===== config.mk =====
export PLATFORM = sky130hd
export DESIGN_NAME = bps_blend_flat
export DESIGN_NICKNAME = d
export VERILOG_FILES = /design/src/hw/rtl/bps_pkg.sv /design/src/hw/rtl/bps_if.sv /design/src/hw/rtl/bps_blend.sv /design/src/flat_wrapper.sv
export SDC_FILE = /design/constraint.sdc
export NUM_CORES = 2
export LEC_CHECK = 0
export ABC_AREA = 0
export BUFFER_PORTS_ARGS = -buffer_cell sky130_fd_sc_hd__buf_2
export CAP_MARGIN = 20
export CELL_PAD_IN_SITES_DETAIL_PLACEMENT = 1
export CELL_PAD_IN_SITES_GLOBAL_PLACEMENT = 1
export CORE_ASPECT_RATIO = 1.25
export CORE_MARGIN = 3
export CORE_UTILIZATION = 30
export CTS_CLUSTER_DIAMETER = 80
export CTS_CLUSTER_SIZE = 14
export DETAILED_ROUTE_END_ITERATION = 10
export HOLD_SLACK_MARGIN = 0.05
export PLACE_DENSITY_LB_ADDON = 0.1
export SYNTH_ARGS = -nofsm -noshare
export SYNTH_HDL_FRONTEND = slang
export SYNTH_SLANG_ARGS = --single-unit

===== constraint.sdc =====
create_clock -name i_clk -period 37.4 [get_ports i_clk]
set_input_delay 9.35 -clock i_clk [delete_from_list [all_inputs] [get_ports i_clk]]
set_output_delay 9.35 -clock i_clk [all_outputs]
set_load 0.01 [all_outputs]

===== src/hw/rtl/bps_pkg.sv =====
// ----------------------------------------------------------------------------
// bps_pkg
// shared constants, types and helpers of the bilinear pixel sampler
// ----------------------------------------------------------------------------
package bps_pkg;

    // image store geometry and coordinate format
    localparam int MAX_WIDTH  = 512;
    localparam int MAX_HEIGHT = 512;
    localparam int FRAC_BITS  = 8;

    // fixed field widths
    localparam int COORD_W  = 18;
    localparam int WCOL_W   = 9;
    localparam int WROW_W   = 9;
    localparam int CHAN_W   = 8;
    localparam int PIXEL_W  = 3 * CHAN_W;
    localparam int LEVEL_W  = 16;
    localparam int REG_W    = 10;
    localparam int RESET_DIM = 512;

    // derived widths
    localparam int COL_W = ($clog2(MAX_WIDTH) < 2) ? 2 : $clog2(MAX_WIDTH);
    localparam int ROW_W = ($clog2(MAX_HEIGHT) < 2) ? 2 : $clog2(MAX_HEIGHT);
    localparam int DIM_W = $clog2(((MAX_WIDTH > MAX_HEIGHT) ? MAX_WIDTH : MAX_HEIGHT) + 1);
    localparam int CMP_W = COORD_W + FRAC_BITS + DIM_W + REG_W;
    localparam int BANK_AW  = (COL_W - 1) + (ROW_W - 1);
    localparam int NUM_BANKS = 4;
    localparam int WGT_W  = 2 * FRAC_BITS + 1;
    localparam int PROD_W = WGT_W + CHAN_W;
    localparam int SUM_W  = PROD_W;
    localparam int RND_W  = SUM_W + 8;

    // configuration port
    localparam int PADDR_W  = 3;
    localparam int PDATA_W  = 32;
    localparam int REG_SEL_BIT = 2;

    typedef enum logic {
        REG_IMAGE_WIDTH  = 1'b0,
        REG_IMAGE_HEIGHT = 1'b1
    } t_reg_idx;

    typedef logic [PIXEL_W-1:0] t_pixel;

    // effective image size after clamping
    typedef struct packed {
        logic [DIM_W-1:0] width;
        logic [DIM_W-1:0] height;
    } t_dims;

    // sample context alongside the memory read
    typedef struct packed {
        logic                 in_range;
        logic                 at_border;
        logic                 ix_odd;
        logic                 iy_odd;
        logic [FRAC_BITS-1:0] fx;
        logic [FRAC_BITS-1:0] fy;
    } t_s1;

    function automatic logic [DIM_W-1:0] clamp_dim(logic [REG_W-1:0] v, int maxv);
        logic [CMP_W-1:0] vz;
        logic [DIM_W-1:0] res;
        vz = CMP_W'(v);
        if (vz == '0) begin
            res = DIM_W'(1);
        end else if (vz > CMP_W'(maxv)) begin
            res = DIM_W'(maxv);
        end else begin
            res = vz[DIM_W-1:0];
        end
        return res;
    endfunction

endpackage


===== src/hw/rtl/bps_if.sv =====


interface bps_res_if;
    import bps_pkg::*;
    logic               valid;
    logic               ready;
    logic               in_range;
    logic [LEVEL_W-1:0] blue_level;
    logic [LEVEL_W-1:0] green_level;
    logic [LEVEL_W-1:0] red_level;

    modport source  (output valid, in_range, blue_level, green_level, red_level,
                     input ready);
    modport sink    (input valid, in_range, blue_level, green_level, red_level,
                     output ready);
    modport monitor (input valid, ready, in_range, blue_level, green_level, red_level);
endinterface


===== src/hw/rtl/bps_blend.sv =====
// ----------------------------------------------------------------------------
// bps_blend
// neighbor routing, weights, products and rounded sum per channel
// ----------------------------------------------------------------------------
module bps_blend (
    input  logic                   i_clk,
    input  logic                   i_rst_n,
    input  logic                   i_s1_valid,
    input  bps_pkg::t_s1           i_s1,
    input  bps_pkg::t_pixel        i_bank_data [bps_pkg::NUM_BANKS],
    output logic                   o_s2_free,
    bps_res_if.source              o_res
);
    import bps_pkg::*;

    localparam logic [FRAC_BITS:0] ONE   = (FRAC_BITS+1)'(1) << FRAC_BITS;
    localparam logic [RND_W-1:0]   HALF  = RND_W'(1) << (2 * FRAC_BITS - 1);

    typedef struct packed {
        logic                                 in_range;
        logic [NUM_BANKS-1:0][WGT_W-1:0]      weight;
        logic [NUM_BANKS-1:0][PIXEL_W-1:0]    pix;
    } t_s2;

    typedef struct packed {
        logic                                  in_range;
        logic [2:0][NUM_BANKS-1:0][PROD_W-1:0] prod;
    } t_s3;

    logic                  r_v2, r_v3, r_v4;
    t_s2                   r_s2, n_s2;
    t_s3                   r_s3, n_s3;
    logic                  r_in_range;
    logic [2:0][LEVEL_W-1:0] r_level, n_level;
    logic                  free2, free3, free4;
    logic [FRAC_BITS:0]    fxc, fyc;
    logic [1:0]            b00, b01, b10, b11;

    assign free4     = !r_v4 || o_res.ready;
    assign free3     = !r_v3 || free4;
    assign free2     = !r_v2 || free3;
    assign o_s2_free = free2;

    // stage 2: route banks to neighbors and form the weights
    always_comb begin
        fxc = ONE - (FRAC_BITS+1)'(i_s1.fx);
        fyc = ONE - (FRAC_BITS+1)'(i_s1.fy);
        b00 = {i_s1.iy_odd, i_s1.ix_odd};
        b01 = {i_s1.iy_odd, !i_s1.ix_odd};
        b10 = {!i_s1.iy_odd, i_s1.ix_odd};
        b11 = {!i_s1.iy_odd, !i_s1.ix_odd};
        n_s2.in_range = i_s1.in_range;
        n_s2.pix[0] = i_s1.in_range ? i_bank_data[b00] : '0;
        n_s2.pix[1] = (i_s1.in_range && !i_s1.at_border) ? i_bank_data[b01] : '0;
        n_s2.pix[2] = (i_s1.in_range && !i_s1.at_border) ? i_bank_data[b10] : '0;
        n_s2.pix[3] = (i_s1.in_range && !i_s1.at_border) ? i_bank_data[b11] : '0;
        priority if (!i_s1.in_range) begin
            n_s2.weight = '0;
        end else if (i_s1.at_border) begin
            // full weight on the top-left pixel
            n_s2.weight    = '0;
            n_s2.weight[0] = WGT_W'(1) << (2 * FRAC_BITS);
        end else begin
            n_s2.weight[0] = WGT_W'(fxc) * WGT_W'(fyc);
            n_s2.weight[1] = WGT_W'(i_s1.fx) * WGT_W'(fyc);
            n_s2.weight[2] = WGT_W'(fxc) * WGT_W'(i_s1.fy);
            n_s2.weight[3] = WGT_W'(i_s1.fx) * WGT_W'(i_s1.fy);
        end
    end

    // stage 3: one product per neighbor and channel
    always_comb begin
        n_s3.in_range = r_s2.in_range;
        for (int c = 0; c < 3; c++) begin
            for (int k = 0; k < NUM_BANKS; k++) begin
                n_s3.prod[c][k] = PROD_W'(r_s2.weight[k]) *
                                  PROD_W'(r_s2.pix[k][CHAN_W*c +: CHAN_W]);
            end
        end
    end

    // stage 4: sum and round half up into 8.8
    always_comb begin
        for (int c = 0; c < 3; c++) begin
            logic [SUM_W-1:0] sum;
            logic [RND_W-1:0] rnd;
            sum = r_s3.prod[c][0] + r_s3.prod[c][1] + r_s3.prod[c][2] + r_s3.prod[c][3];
            rnd = {sum, 8'b0} + HALF;
            n_level[c] = rnd[2 * FRAC_BITS +: LEVEL_W];
        end
    end

    always_ff @(posedge i_clk) begin
        if (!i_rst_n) begin
            r_v2 <= 1'b0;
            r_v3 <= 1'b0;
            r_v4 <= 1'b0;
        end else begin
            if (free2) begin
                r_v2 <= i_s1_valid;
            end
            if (free3) begin
                r_v3 <= r_v2;
            end
            if (free4) begin
                r_v4 <= r_v3;
            end
        end
    end

    always_ff @(posedge i_clk) begin
        if (free2 && i_s1_valid) begin
            r_s2 <= n_s2;
        end
        if (free3 && r_v2) begin
            r_s3 <= n_s3;
        end
        if (free4 && r_v3) begin
            r_level    <= n_level;
            r_in_range <= r_s3.in_range;
        end
    end

    assign o_res.valid       = r_v4;
    assign o_res.in_range    = r_in_range;
    assign o_res.blue_level  = r_level[0];
    assign o_res.green_level = r_level[1];
    assign o_res.red_level   = r_level[2];
endmodule


===== src/flat_wrapper.sv =====
// flat-port wrapper written by rule: the top's interface ports become plain ports
module bps_blend_flat import bps_pkg::*;
  (i_clk, i_rst_n, i_s1_valid, i_s1, i_bank_data, o_s2_free, o_res_valid, o_res_in_range, o_res_blue_level, o_res_green_level, o_res_red_level, o_res_ready);
  bps_res_if o_res_i ();
  input  logic i_clk;
  input  logic i_rst_n;
  input  logic i_s1_valid;
  input  bps_pkg::t_s1 i_s1;
  input  bps_pkg::t_pixel i_bank_data[bps_pkg::NUM_BANKS];
  output logic o_s2_free;
  output wire logic [$bits(o_res_i.valid)-1:0] o_res_valid;
  output wire logic [$bits(o_res_i.in_range)-1:0] o_res_in_range;
  output wire logic [$bits(o_res_i.blue_level)-1:0] o_res_blue_level;
  output wire logic [$bits(o_res_i.green_level)-1:0] o_res_green_level;
  output wire logic [$bits(o_res_i.red_level)-1:0] o_res_red_level;
  input wire logic [$bits(o_res_i.ready)-1:0] o_res_ready;
  assign o_res_valid = o_res_i.valid;
  assign o_res_in_range = o_res_i.in_range;
  assign o_res_blue_level = o_res_i.blue_level;
  assign o_res_green_level = o_res_i.green_level;
  assign o_res_red_level = o_res_i.red_level;
  assign o_res_i.ready = o_res_ready;
  bps_blend u_core (.i_clk(i_clk), .i_rst_n(i_rst_n), .i_s1_valid(i_s1_valid), .i_s1(i_s1), .i_bank_data(i_bank_data), .o_s2_free(o_s2_free), .o_res(o_res_i));
endmodule

==> summary.txt <==
Run status
  – Status: finished, final reports clean

Cells and area
  – Share of cells above drive strength 1: 6.36%
  – Util after Layout: 33.0%
  – Most frequent cells in the layout: inv_1, fa_1, and2_1
  – Commonest non-fill, non-tap cell in the layout: inv_1
  – Area Growth Syn to Fin: 9.26%
  – Final nets: 10566

Timing
  – Fin crit period: 19.73 ns
  – Fin. Hold Viols: 0
  – Tcrit/Tclk final: 52.7%
  – Setup Viol. Count Final: 0
  – RSZ-0062 raised after global routing: false
  – Slew @ Worst Pin: 1.19 ns
  – FMAX: roughly 50 MHz
  – Slew headroom: 20.2%
  – Fin Clk Skew: a little under 0.06 ns
  – Fin Setup TNS: 0 ns
  – PnR worst setup slack: 17.67 ns
  – Max Slew Vio Count: 0

Routing
  – Vias/cell: 4.79
  – Routed WL: between 200000 and 300000 um
  – First-pass detailed-route iteration total: 5
  – Routed WL per cell: approximately 23 um
  – DR DRC count: 0
  – WL met2: 156000 um
  – Highest routing layer actually used: met4
  – Metal1 wirelength: roughly 110000 um
  – ANT nets after route: 0
  – Routed met3 length: 5760 um
  – Routed via count: 57677
  – DRT iter0 DRCs: 2274

Synth
  – Top cells by area, synth: fa_1, edfxtp_1, ha_1
  – Mapped Cells: 8322
  – Yosys top cell by area: fa_1
  – Post-Syn Area: a little over 80000 um^2
  – Distinct cells, synth: 85
  – Asr flop ratio synth: 0%
  – Synth warn: 0
  – Number of flops mapped to enable cells by yosys: 499
  – Synth top area share: 33.1%
  – Synth Register Bits: about 500
  – Mean Syn Cell Area: a little under 10 um^2
  – Mapped Nets: approximately 11000
  – Main flop type after synthesis: edfxtp_1
  – Sequential-to-total area share from yosys stat: a little under a fifth

Clocking
  – PostCTS Resize Cnt: 0
  – Skew-Pair Late Insertion Delay: 0.73 ns
  – H-tree Lvls: 3
  – Post-CTS Setup Bufs: 0
  – # hold bufs at CTS: 0
  – CTS Root Cell: clkbuf_16
  – Reg clk slew, reported paths: approximately 0.07 ns
  – TritonCTS clock tree: done
  – Clk sinks: 502
  – Deepest clock path buffer count: 3
  – Num CTS Buffers: 71

Placed design
  – # port buffers: 170
  – Pre-CTS setup slack: 17.65 ns
  – GPL Wtd Cong: around 0.84
  – Post-DP HPWL: 220000 um

Setup path
  – CP Max Fanout: 6
  – CP required: around 28 ns
  – Critical path's top delay family: simple AND/OR/NAND/NOR gates
  – Largest stage delay, worst path: just under 0.6 ns
  – Buf/Inv on CP: 2
  – CP max stage cell: nor2b_1
  – Crit Path Class: input port to primary output
  – Worst EP arrival: 10.38 ns
  – Critical Path Start Type: input port
  – Worst Setup End Kind: primary output
  – Cell mode on critical path: buf_2
  – CP cell instances: buf_2, nor2b_1, nand3_1, buf_2

Floorplan
  – Effective utilization at floorplan: 30.2%
  – I/O pin count: 171
  – Die Span Y: 591 um
  – Rows: 214
  – Die area: 280000 um^2
  – CORE AREA: 272000 um^2
  – Chip width: 474 um

Job
  – Max-cap violations: 0

GRT
  – Final global-route overflow total: 0
  – Initial antenna violation count: 40
  – Overall Global Routing Usage: approximately 20%
  – Largest net degree at the start of global routing: 149
  – Vias in the first global route: 66441
  – First-pass GRT wire length: 425000 um

Min path
  – Worst hold path class: flop to flop
[layout make-up]
class	instances	area (um^2)
clock inverters	49	613
fillers	30841	182000
flip-flops and latches	502	15000
well taps	3564	4460
multi-input cells	5945	60100
diodes	62	155
clock buffers	75	1790
inverters	1556	5840
repair buffers	280	1740
[cell families (layout without fill, tap and decap cells)]
group,Yosys count,in the layout,share of synthesized area [%]
other,0,62,0
and+or+nand+nor,2720,2720,17.0
adders and majority gates,2090,2090,44.3
muxes,103,103,2.72
xor gates and xnor gates,375,375,4.00
AOI/OAI and AO/OA,657,657,5.11
DFF,502,502,18.3
buffers and inverters,1875,1960,8.58
[layer usage]
metal	vias up	GRT usage, %
met5	-	0
li1	26110	-
met2	649	40.4
met4	0	6.55
met3	256	1.45
met1	30662	22.8
[cells in the mapped netlist, drive strengths merged (14+ instances only)]
| cell type | instances |
|---|---|
| inv | 1555 |
| fa | 1357 |
| and2 | 1155 |
| nand2 | 932 |
| ha | 733 |
| edfxtp | 499 |
| clkbuf | 305 |
| xnor2 | 274 |
| nor2 | 258 |
| a21oi | 183 |
| o21ai | 172 |
| nor3 | 103 |
| xor2 | 101 |
| mux4 | 96 |
| a21o | 73 |
| nand3 | 68 |
| nor2b | 43 |
| a21boi | 36 |
| o21a | 33 |
| nand2b | 31 |
| or3 | 28 |
| and3 | 26 |
| o211ai | 24 |
| a31oi | 17 |
| nand4 | 17 |
| a211oi | 16 |
| buf | 14 |
| o21bai | 14 |
[through the flow]
| step | hold slack, ns | cell area (um^2) | std cells |
|---|---|---|---|
| global placement | 0.403 | 87100 | 11844 |
| floorplan | 0.400 | 82100 | 8322 |
| global route | 0.433 | 89700 | 12022 |
| finish | 0.422 | 89700 | 12033 |
| detailed placement | 0.420 | 87100 | 11846 |
| CTS | 0.423 | 89500 | 11970 |
[flip-flops by register name (all words and copies together), names as in the netlist]
name,count
u_core.o_res.red_level,16
u_core.o_res.in_range,1
u_core.r_s2,160
u_core.r_s3,289
u_core.r_v3,1
u_core.r_v2,1
u_core.n_s3,1
u_core.o_res.valid,1
u_core.o_res.blue_level,16
u_core.o_res.green_level,16
[path summary, 6_finish.rpt]
check                        start          endpoint  slack [ns]  cells after the start
setup / recovery       o_res_ready         o_s2_free       17.67                      4
hold / removal    u_core.n_s3[300]  u_core.r_s3[300]        0.42                      0
setup reg to reg  u_core.r_s2[152]   u_core.r_s3[98]       30.70                     18
hold reg to reg   u_core.n_s3[300]  u_core.r_s3[300]        0.42                      0
[worst register-to-register path, cell delays in order, from the launching register on]
cell and delay [ns]:
edfxtp_1 0.67, buf_4 0.50, nand2_1 0.15, fa_1 0.54
fa_1 0.56, inv_1 0.06, fa_1 0.47, inv_1 0.05
fa_1 0.47, inv_1 0.04, ha_1 0.31, a21o_1 0.18
a21o_1 0.20, a31oi_1 0.35, o21ai_0 0.28, o41ai_1 0.74
o211ai_1 0.31, a2111oi_0 0.48, nor3b_1 0.11
Power is left out: the tool's default activity adds up to more than one toggle a clock period on the data nets, which glitch-free logic cannot reach.
