$ cat src/hw/rtl/bps_pkg.sv
// ----------------------------------------------------------------------------
// bps_pkg
// shared constants, types and helpers of the bilinear pixel sampler
// ----------------------------------------------------------------------------
package bps_pkg;

    // image store geometry and coordinate format
    localparam int MAX_WIDTH  = 512;
    localparam int MAX_HEIGHT = 512;
    localparam int FRAC_BITS  = 8;

    // fixed field widths
    localparam int COORD_W  = 18;
    localparam int WCOL_W   = 9;
    localparam int WROW_W   = 9;
    localparam int CHAN_W   = 8;
    localparam int PIXEL_W  = 3 * CHAN_W;
    localparam int LEVEL_W  = 16;
    localparam int REG_W    = 10;
    localparam int RESET_DIM = 512;

    // derived widths
    localparam int COL_W = ($clog2(MAX_WIDTH) < 2) ? 2 : $clog2(MAX_WIDTH);
    localparam int ROW_W = ($clog2(MAX_HEIGHT) < 2) ? 2 : $clog2(MAX_HEIGHT);
    localparam int DIM_W = $clog2(((MAX_WIDTH > MAX_HEIGHT) ? MAX_WIDTH : MAX_HEIGHT) + 1);
    localparam int CMP_W = COORD_W + FRAC_BITS + DIM_W + REG_W;
    localparam int BANK_AW  = (COL_W - 1) + (ROW_W - 1);
    localparam int NUM_BANKS = 4;
    localparam int WGT_W  = 2 * FRAC_BITS + 1;
    localparam int PROD_W = WGT_W + CHAN_W;
    localparam int SUM_W  = PROD_W;
    localparam int RND_W  = SUM_W + 8;

    // configuration port
    localparam int PADDR_W  = 3;
    localparam int PDATA_W  = 32;
    localparam int REG_SEL_BIT = 2;

    typedef enum logic {
        REG_IMAGE_WIDTH  = 1'b0,
        REG_IMAGE_HEIGHT = 1'b1
    } t_reg_idx;

    typedef logic [PIXEL_W-1:0] t_pixel;

    // effective image size after clamping
    typedef struct packed {
        logic [DIM_W-1:0] width;
        logic [DIM_W-1:0] height;
    } t_dims;

    // sample context alongside the memory read
    typedef struct packed {
        logic                 in_range;
        logic                 at_border;
        logic                 ix_odd;
        logic                 iy_odd;
        logic [FRAC_BITS-1:0] fx;
        logic [FRAC_BITS-1:0] fy;
    } t_s1;

    function automatic logic [DIM_W-1:0] clamp_dim(logic [REG_W-1:0] v, int maxv);
        logic [CMP_W-1:0] vz;
        logic [DIM_W-1:0] res;
        vz = CMP_W'(v);
        if (vz == '0) begin
            res = DIM_W'(1);
        end else if (vz > CMP_W'(maxv)) begin
            res = DIM_W'(maxv);
        end else begin
            res = vz[DIM_W-1:0];
        end
        return res;
    endfunction

endpackage

$ cat src/hw/rtl/bps_cfg.sv
// ----------------------------------------------------------------------------
// bps_cfg
// apb register file holding the image size
// ----------------------------------------------------------------------------
module bps_cfg (
    input  logic                        i_clk,
    input  logic                        i_rst_n,
    input  logic                        psel,
    input  logic                        penable,
    input  logic                        pwrite,
    input  logic [bps_pkg::PADDR_W-1:0] paddr,
    input  logic [bps_pkg::PDATA_W-1:0] pwdata,
    output logic [bps_pkg::PDATA_W-1:0] prdata,
    output logic                        pready,
    output bps_pkg::t_dims              o_dims
);
    import bps_pkg::*;

    logic [REG_W-1:0] r_image_width;
    logic [REG_W-1:0] r_image_height;
    logic             wr_stb;
    t_reg_idx         reg_idx;

    assign pready  = 1'b1;
    assign wr_stb  = psel && penable && pwrite;
    assign reg_idx = t_reg_idx'(paddr[REG_SEL_BIT]);

    always_ff @(posedge i_clk) begin
        if (!i_rst_n) begin
            r_image_width  <= REG_W'(RESET_DIM);
            r_image_height <= REG_W'(RESET_DIM);
        end else if (wr_stb) begin
            unique case (reg_idx)
                REG_IMAGE_WIDTH:  r_image_width  <= pwdata[REG_W-1:0];
                REG_IMAGE_HEIGHT: r_image_height <= pwdata[REG_W-1:0];
            endcase
        end
    end

    always_comb begin
        unique case (reg_idx)
            REG_IMAGE_WIDTH:  prdata = PDATA_W'(r_image_width);
            REG_IMAGE_HEIGHT: prdata = PDATA_W'(r_image_height);
        endcase
    end

    // zero acts as one, oversize acts as the store limit
    assign o_dims.width  = clamp_dim(r_image_width, MAX_WIDTH);
    assign o_dims.height = clamp_dim(r_image_height, MAX_HEIGHT);
endmodule

$ cat config.mk
export PLATFORM = sky130hd
export DESIGN_NAME = bps_cfg
export DESIGN_NICKNAME = d
export VERILOG_FILES = /design/src/hw/rtl/bps_pkg.sv /design/src/hw/rtl/bps_cfg.sv
export SDC_FILE = /design/constraint.sdc
export NUM_CORES = 1
export LEC_CHECK = 0
export ABC_AREA = 1
export BUFFER_PORTS_ARGS = -buffer_cell sky130_fd_sc_hd__buf_2
export CAP_MARGIN = 15
export CELL_PAD_IN_SITES_DETAIL_PLACEMENT = 1
export CELL_PAD_IN_SITES_GLOBAL_PLACEMENT = 1
export CORE_MARGIN = 2
export CORE_UTILIZATION = 25
export CTS_CLUSTER_DIAMETER = 200
export CTS_CLUSTER_SIZE = 10
export DETAILED_ROUTE_END_ITERATION = 8
export PLACE_DENSITY_LB_ADDON = 0.1
export SLEW_MARGIN = 20
export SYNTH_ARGS = -nofsm -noshare
export SYNTH_HDL_FRONTEND = slang
export SYNTH_SLANG_ARGS = --single-unit
$ cat constraint.sdc
create_clock -name i_clk -period 1 [get_ports i_clk]
set_input_delay 0.2 -clock i_clk [delete_from_list [all_inputs] [get_ports i_clk]]
set_output_delay 0.2 -clock i_clk [all_outputs]
set_load 0.01 [all_outputs]
==> qor.csv, run 1 <==
metric;value;unit
Startpoint Class;flop;
Max Slew Vio Count;0;
slowest CP cell;dfxtp_2;
status;finished, violations left;
cell count after synthesis;198;
Antenna Cells;0;
wire length on met2;1910;um
global-route wire length before repair;6270;um
die area;0.00555;mm2
Main synth FF type;dfxtp_1;
Max Cap Violations;0;
Core Rows;25;
Post-synth EDFFs;0;
Worst-path clk slew;0.08;ns
Critical path destination;o_dims[17];
post-synth top area share;32.2;%
WL per Instance;11.6;um
crit path kind;reg -> out;
count leader, synth;nor2_1;
IO Count;93;
Crit path max-delay family;simple AND/OR/NAND/NOR gates;
origin of the worst setup path;r_image_width[3];
PortBufs;45;
H-Tree Depth;1;
worst hold-check path type;in -> reg;
clk root buf;clkbuf_8;
Worst path max stage delay;0.37;ns
top cells by area, synth;dfxtp_1 32%, nor2_1 19%, buf_4 14%;
Die X-Extent;74.5;um
Max Buffers Root-to-Sink;2;
initial antenna violation count;0;
Critical Path RT;0.80;ns
R2R Setup Slk;0.12;ns
fraction of synthesized cell area in xor and xnor cells;0;%
crit-path max FO;7;
#FFs+latches synth;20;
Post-Route Skew;0;ns
TritonRoute pass-1 iters;4;
Netlist cell types;18;
clock sink count;20;
TritonCTS buffer count;3;
CP arrival;1.30;ns
final setup margin;-0.498;ns
Final Hold Violating Endpoints;0;
fin crit period;1.50;ns
height of the die;74.5;um
fin area;0.00208;mm2
Leak Pwr;1.07;nW
Post-Synth Simple-Gate Area;28.3;%
unrepaired setup endpoints after global routing;true;
GRT overflow;0;
GRT Resource Usage Total;14.8;%
Setup Viol. Count Final;30;
Peak VDD IR;0.725;mV
kind of end point of the critical path;primary output;
RePlAce Congestion;0.735;
wl on met1;1840;um
Layout area overhead;67.2;%
Syn Area/Cell;6.28;um2
DR WL met3;220;um
DP Wirelength;3240;um
fin crit share;150;%
post-synthesis async set-or-reset flop share;0;%
Final ANT Viol Nets;0;
routed wire length;3990;um
R2R depth;4;
RR Endpoint;r_image_width[5];
drt initial violations;18;
CTS tree;built;
critical path depth;6;
Post-Synth Adder-Cell Area;0;%
Final nets;317;
vias in the first global route;1313;
Commonest cells post-synth;63 x nor2_1, 23 x buf_4, 21 x inv_1;
worst-skew pair later-pin latency;0.26;ns
layout cell share with drive strength beyond 1;58.0;%
pin count of the biggest net entering global routing;12;
largest family of logic cells by synthesized area;simple AND/OR/NAND/NOR gates;
via/cell ratio;4.06;
Ys Warns;0;
Hold Slack;0.189;ns
PD cells;997;mW/mm2
hold-fix buffers at CTS;0;
worst path bufs/invs;1;
post-placement cell area;0.00178;mm2
failing checks;negative setup slack;
area leader, netlist;dfxtp_1;
Initial Utilization;26.2;%
worst r2r src;r_image_width[5];
Netlist Area Pre-Place;0.00124;mm2
multiplexer area fraction after synthesis;0;%
Seq/Total Area, Yosys;32.2;%
CP dominant cell by count;nor2_4;
Fmax achieved;668;MHz
core area;0.00475;mm2
via count;1391;
Compound-Gate Fraction of Synth Area;13.9;%
CP Cell Sequence;nor2_4 > nand3_2 > nor2_4 > nor2_4 > nor2_2 > buf_2;
Top Metal Used;met4;
# DRC;0;
==> worst reg2reg max path, cell delays in order, from the launching register on <==
cell and delay, ns:
dfxtp_2 0.34, buf_6 0.12, buf_4 0.12, o21ai_1 0.14
nor2_1 0.06
==> kinds of logic (layout without fill, tap and decap cells) <==
group	count (synthesis)	in the layout
other	2	23
AND/OR/NAND/NOR	87	87
buffers and inverters	55	112
AO/OA/AOI/OAI	34	34
flip-flops	20	20
==> flip-flops by register name, indices dropped and copies added, names as in the netlist <==
signal / flops
r_image_width: 10
r_image_height: 10
==> layout by cell type, fill, tap and decap left out, drive strengths merged <==
cell type and instances:
a21oi 2, buf 84, clkbuf 4, conb 23, dfxtp 20, inv 24
nand2 16, nand3 4, nor2 67, o21a 1, o21ai 31
==> through the flow <==
stage                     std cells  setup TNS, ns  power, W  utilization [%]  setup slack (ns)
after floorplan                 219         -0.734   0.00122                -           -0.0598
after global placement          334          -4.09   0.00136             37.4            -0.212
after detailed placement        334          -4.46   0.00136             37.4            -0.228
after CTS                       341         -10.35   0.00207             42.3            -0.508
after global routing            343         -11.95   0.00219             43.7            -0.593
final                           343          -9.87   0.00207             43.7            -0.498
==> worst min path at each step <==
stage / end / depth (start not counted) / startpoint
after global placement: r_image_width[1] / 3 / pwdata[1]
after detailed placement: r_image_width[1] / 3 / pwdata[1]
after floorplan: r_image_height[9] / 2 / pwdata[9]
final: r_image_width[1] / 3 / pwdata[1]
after global routing: r_image_width[1] / 3 / pwdata[1]
after CTS: r_image_width[1] / 3 / pwdata[1]
==> cell type report <==
class | count | area (um2)
fillers | 650 | 2680
multi-input cells | 144 | 766
repair buffers | 84 | 637
flip-flops and latches | 20 | 433
inverters | 24 | 105
well taps | 67 | 83.8
clock buffers | 4 | 55.1
==> power breakdown <==
group	switching (W)	leakage (nW)	internal (W)
Combinational	0.000341	0.867	0.000243
Sequential	0.0000240	0.171	0.000823
Clock	0.000290	0.0288	0.000351
Total	0.000655	1.07	0.00142
==> timing repair <==
action,CTS,global route
gates resized for setup,68,21
hold endpoints to repair,0,0
setup endpoints to repair,30,30
cloned,0,0
buffers inserted,10,6
pin swaps,10,12
==> layer usage <==
layer / track usage [%] / vias to the layer above
li1: - / 714
met3: 3.66 / 2
met1: 19.4 / 635
met4: 2.38 / 0
met2: 25.1 / 40
met5: 0 / -
No activity file was read; power rests on OpenSTA's default activity.
==> inputs of run 2 (changes only) <==
--- a/config.mk
+++ b/config.mk
@@ -8,3 +8,3 @@
 export ABC_AREA = 1
-export BUFFER_PORTS_ARGS = -buffer_cell sky130_fd_sc_hd__buf_2
+export BUFFER_PORTS_ARGS = -buffer_cell sky130_fd_sc_hd__buf_4
 export CAP_MARGIN = 15
@@ -14,3 +14,3 @@
 export CORE_UTILIZATION = 25
-export CTS_CLUSTER_DIAMETER = 200
+export CTS_CLUSTER_DIAMETER = 40
 export CTS_CLUSTER_SIZE = 10
==> constraint.sdc (replaced) <==
create_clock -name i_clk -period 1 [get_ports i_clk]
set_input_delay 0.05 -clock i_clk [delete_from_list [all_inputs] [get_ports i_clk]]
set_output_delay 0.05 -clock i_clk [all_outputs]
set_load 0.01 [all_outputs]
==> qor.csv, run 2 (synthesized netlist as in run 1, its figures left out) <==
metric;value;unit;change
status;finished, violations left;;
failing checks;negative setup slack;;
met2 Use GR;26.3;%;+1.2 points
PD cells;928;mW/mm2;-6.9%
Fmax achieved;735;MHz;+10%
most common cell after layout, fill and taps aside;buf_4;;
Largest regs;r_image_height: 10 flops, r_image_width: 10 flops;;
fin crit share;136;%;-14 points
crit-path max FO;4;;-3
Max Cap Violations;0;;unchanged
drt initial violations;39;;+21
Startpoint Class;flop;;
routed wire length;4050;um;+1.5%
Antenna Cells;0;;unchanged
worst r2r src;r_image_width[5];;
GRT Resource Usage Total;15.1;%;+0.27 points
clock sink count;20;;unchanged
IO Count;93;;unchanged
origin of the worst setup path;r_image_width[3];;
CTS tree;built;;
Die X-Extent;74.5;um;unchanged
kind of end point of the critical path;primary output;;
Final Hold Violating Endpoints;0;;unchanged
Leak Pwr;1.09;nW;+1.8%
pin count of the biggest net entering global routing;17;;+5
hold-fix buffers at CTS;0;;unchanged
worst hold-check path type;in -> reg;;
Final nets;317;;unchanged
met1 global-route usage;18.8;%;-0.59 points
Post-Route Skew;0;ns;unchanged
TritonRoute pass-1 iters;3;;-1
height of the die;74.5;um;unchanged
setup_tns;-5.55;ns;+4.31 ns
Max Slew Vio Count;0;;unchanged
Worst-path clk slew;0.07;ns;about the same
PortBufs;45;;unchanged
DP Cell Count;332;;-0.60%
Setup Viol. Count Final;26;;-13%
CP arrival;1.31;ns;about the same
Layout area overhead;76.4;%;
core area;0.00475;mm2;unchanged
Critical path destination;o_dims[14];;
clk root buf;clkbuf_8;;
unrepaired setup endpoints after global routing;true;;
busiest grt layer;met2;;
commonest non-fill, non-tap cells in the layout;59 x buf_4, 43 x nor2_1, 24 x buf_6, 23 x conb_1, 18 x o21ai_1;;
R2R Setup Slk;0.13;ns;about the same
fin crit period;1.36;ns;-0.137 ns
H-Tree Depth;1;;unchanged
DP Wirelength;3180;um;-1.9%
Critical Path RT;0.95;ns;+0.15 ns
TritonCTS buffer count;3;;unchanged
Max Buffers Root-to-Sink;2;;unchanged
Finished Layout Cells;342;;-0.29%
via count;1387;;-0.29%
post-place setup slack;-0.150;ns;+0.0778 ns
layout cell share with drive strength beyond 1;57.1;%;-0.88 points
GRT overflow;0;;unchanged
Hold Slack;0.0238;ns;-0.165 ns
# DRC;0;;unchanged
final core occ;46.1;%;+2.4 points
die area;0.00555;mm2;unchanged
vias in the first global route;1329;;+1.2%
global-route wire length before repair;6200;um;-1.1%
Core Rows;25;;unchanged
global routing usage on met3;2.30;%;-1.4 points
via/cell ratio;4.06;;about the same
initial antenna violation count;0;;unchanged
worst-skew pair later-pin latency;0.26;ns;about the same
WL per Instance;11.8;um;+1.8%
Initial Utilization;26.2;%;unchanged
RR Endpoint;r_image_width[5];;
crit path kind;reg -> out;;
RePlAce Congestion;0.734;;-0.18%
Peak VDD IR;0.546;mV;-25%
final setup margin;-0.361;ns;+0.137 ns
Final ANT Viol Nets;0;;unchanged
R2R depth;4;;unchanged
==> run 2: changes by cell type in the layout (fill, tap and decap cells not counted), sizes merged <==
cell / delta
clkbuf: -1
==> run 2: metal layers <==
layer  part of all wire [%]  up-vias
li1                       -      716
met2                     52       37
met3                    4.3        5
met1                     43      629
met4                    1.3        0
met5                      0        -
==> run 2: power breakdown <==
part | internal [W] | total, W | switching (W)
clock | 0.000269 | 0.000542 | 0.000273
sequential | 0.000818 | 0.000843 | 0.0000248
combinational | 0.000299 | 0.000650 | 0.000351
total | 0.00139 | 0.00204 | 0.000649
==> run 2: worst min-delay path by stage <==
stage,startpoint,endpoint,slack [ns],cells after the start
floorplan,pwdata[9],r_image_height[9],0.18,2
global placement,pwdata[9],r_image_width[9],0.29,3
detailed placement,pwdata[9],r_image_width[9],0.30,3
CTS,pwdata[9],r_image_width[9],0.03,3
global route,pwdata[7],r_image_height[7],0.04,3
finish,pwdata[9],r_image_width[9],0.02,3
==> run 2: timing repair <==
action | CTS | global route
pin swaps | 12 | 18
setup endpoints to repair | 28 | 28
resized for setup | 67 | 58
buffers inserted | 5 | 6
==> run 2: stage by stage <==
| stage | power (W) | area, um2 |
|---|---|---|
| final | 0.00204 | 2190 |
| after global routing | 0.00215 | 2190 |
| after CTS | 0.00196 | 1970 |
| after detailed placement | 0.00135 | 1780 |
| after global placement | 0.00134 | 1780 |
| after floorplan | 0.00116 | 1320 |
==> run 2: layout make-up <==
cell class	count	area, um2
Multi-Input combinational cell	144	791
Timing Repair Buffer	84	733
Clock buffer	3	41.3
Fill cell	612	2560
Inverter	24	113
Sequential cell	20	432
Tap cell	67	83.8
==> run 2: worst max-delay path: stages, from the launching register on <==
cell,delay (ns)
dfxtp_4,0.36
nor2_4,0.12
nand3_2,0.09
nor2_2,0.10
nor2_2,0.06
buf_6,0.13
nor2_4,0.10
buf_6,0.10
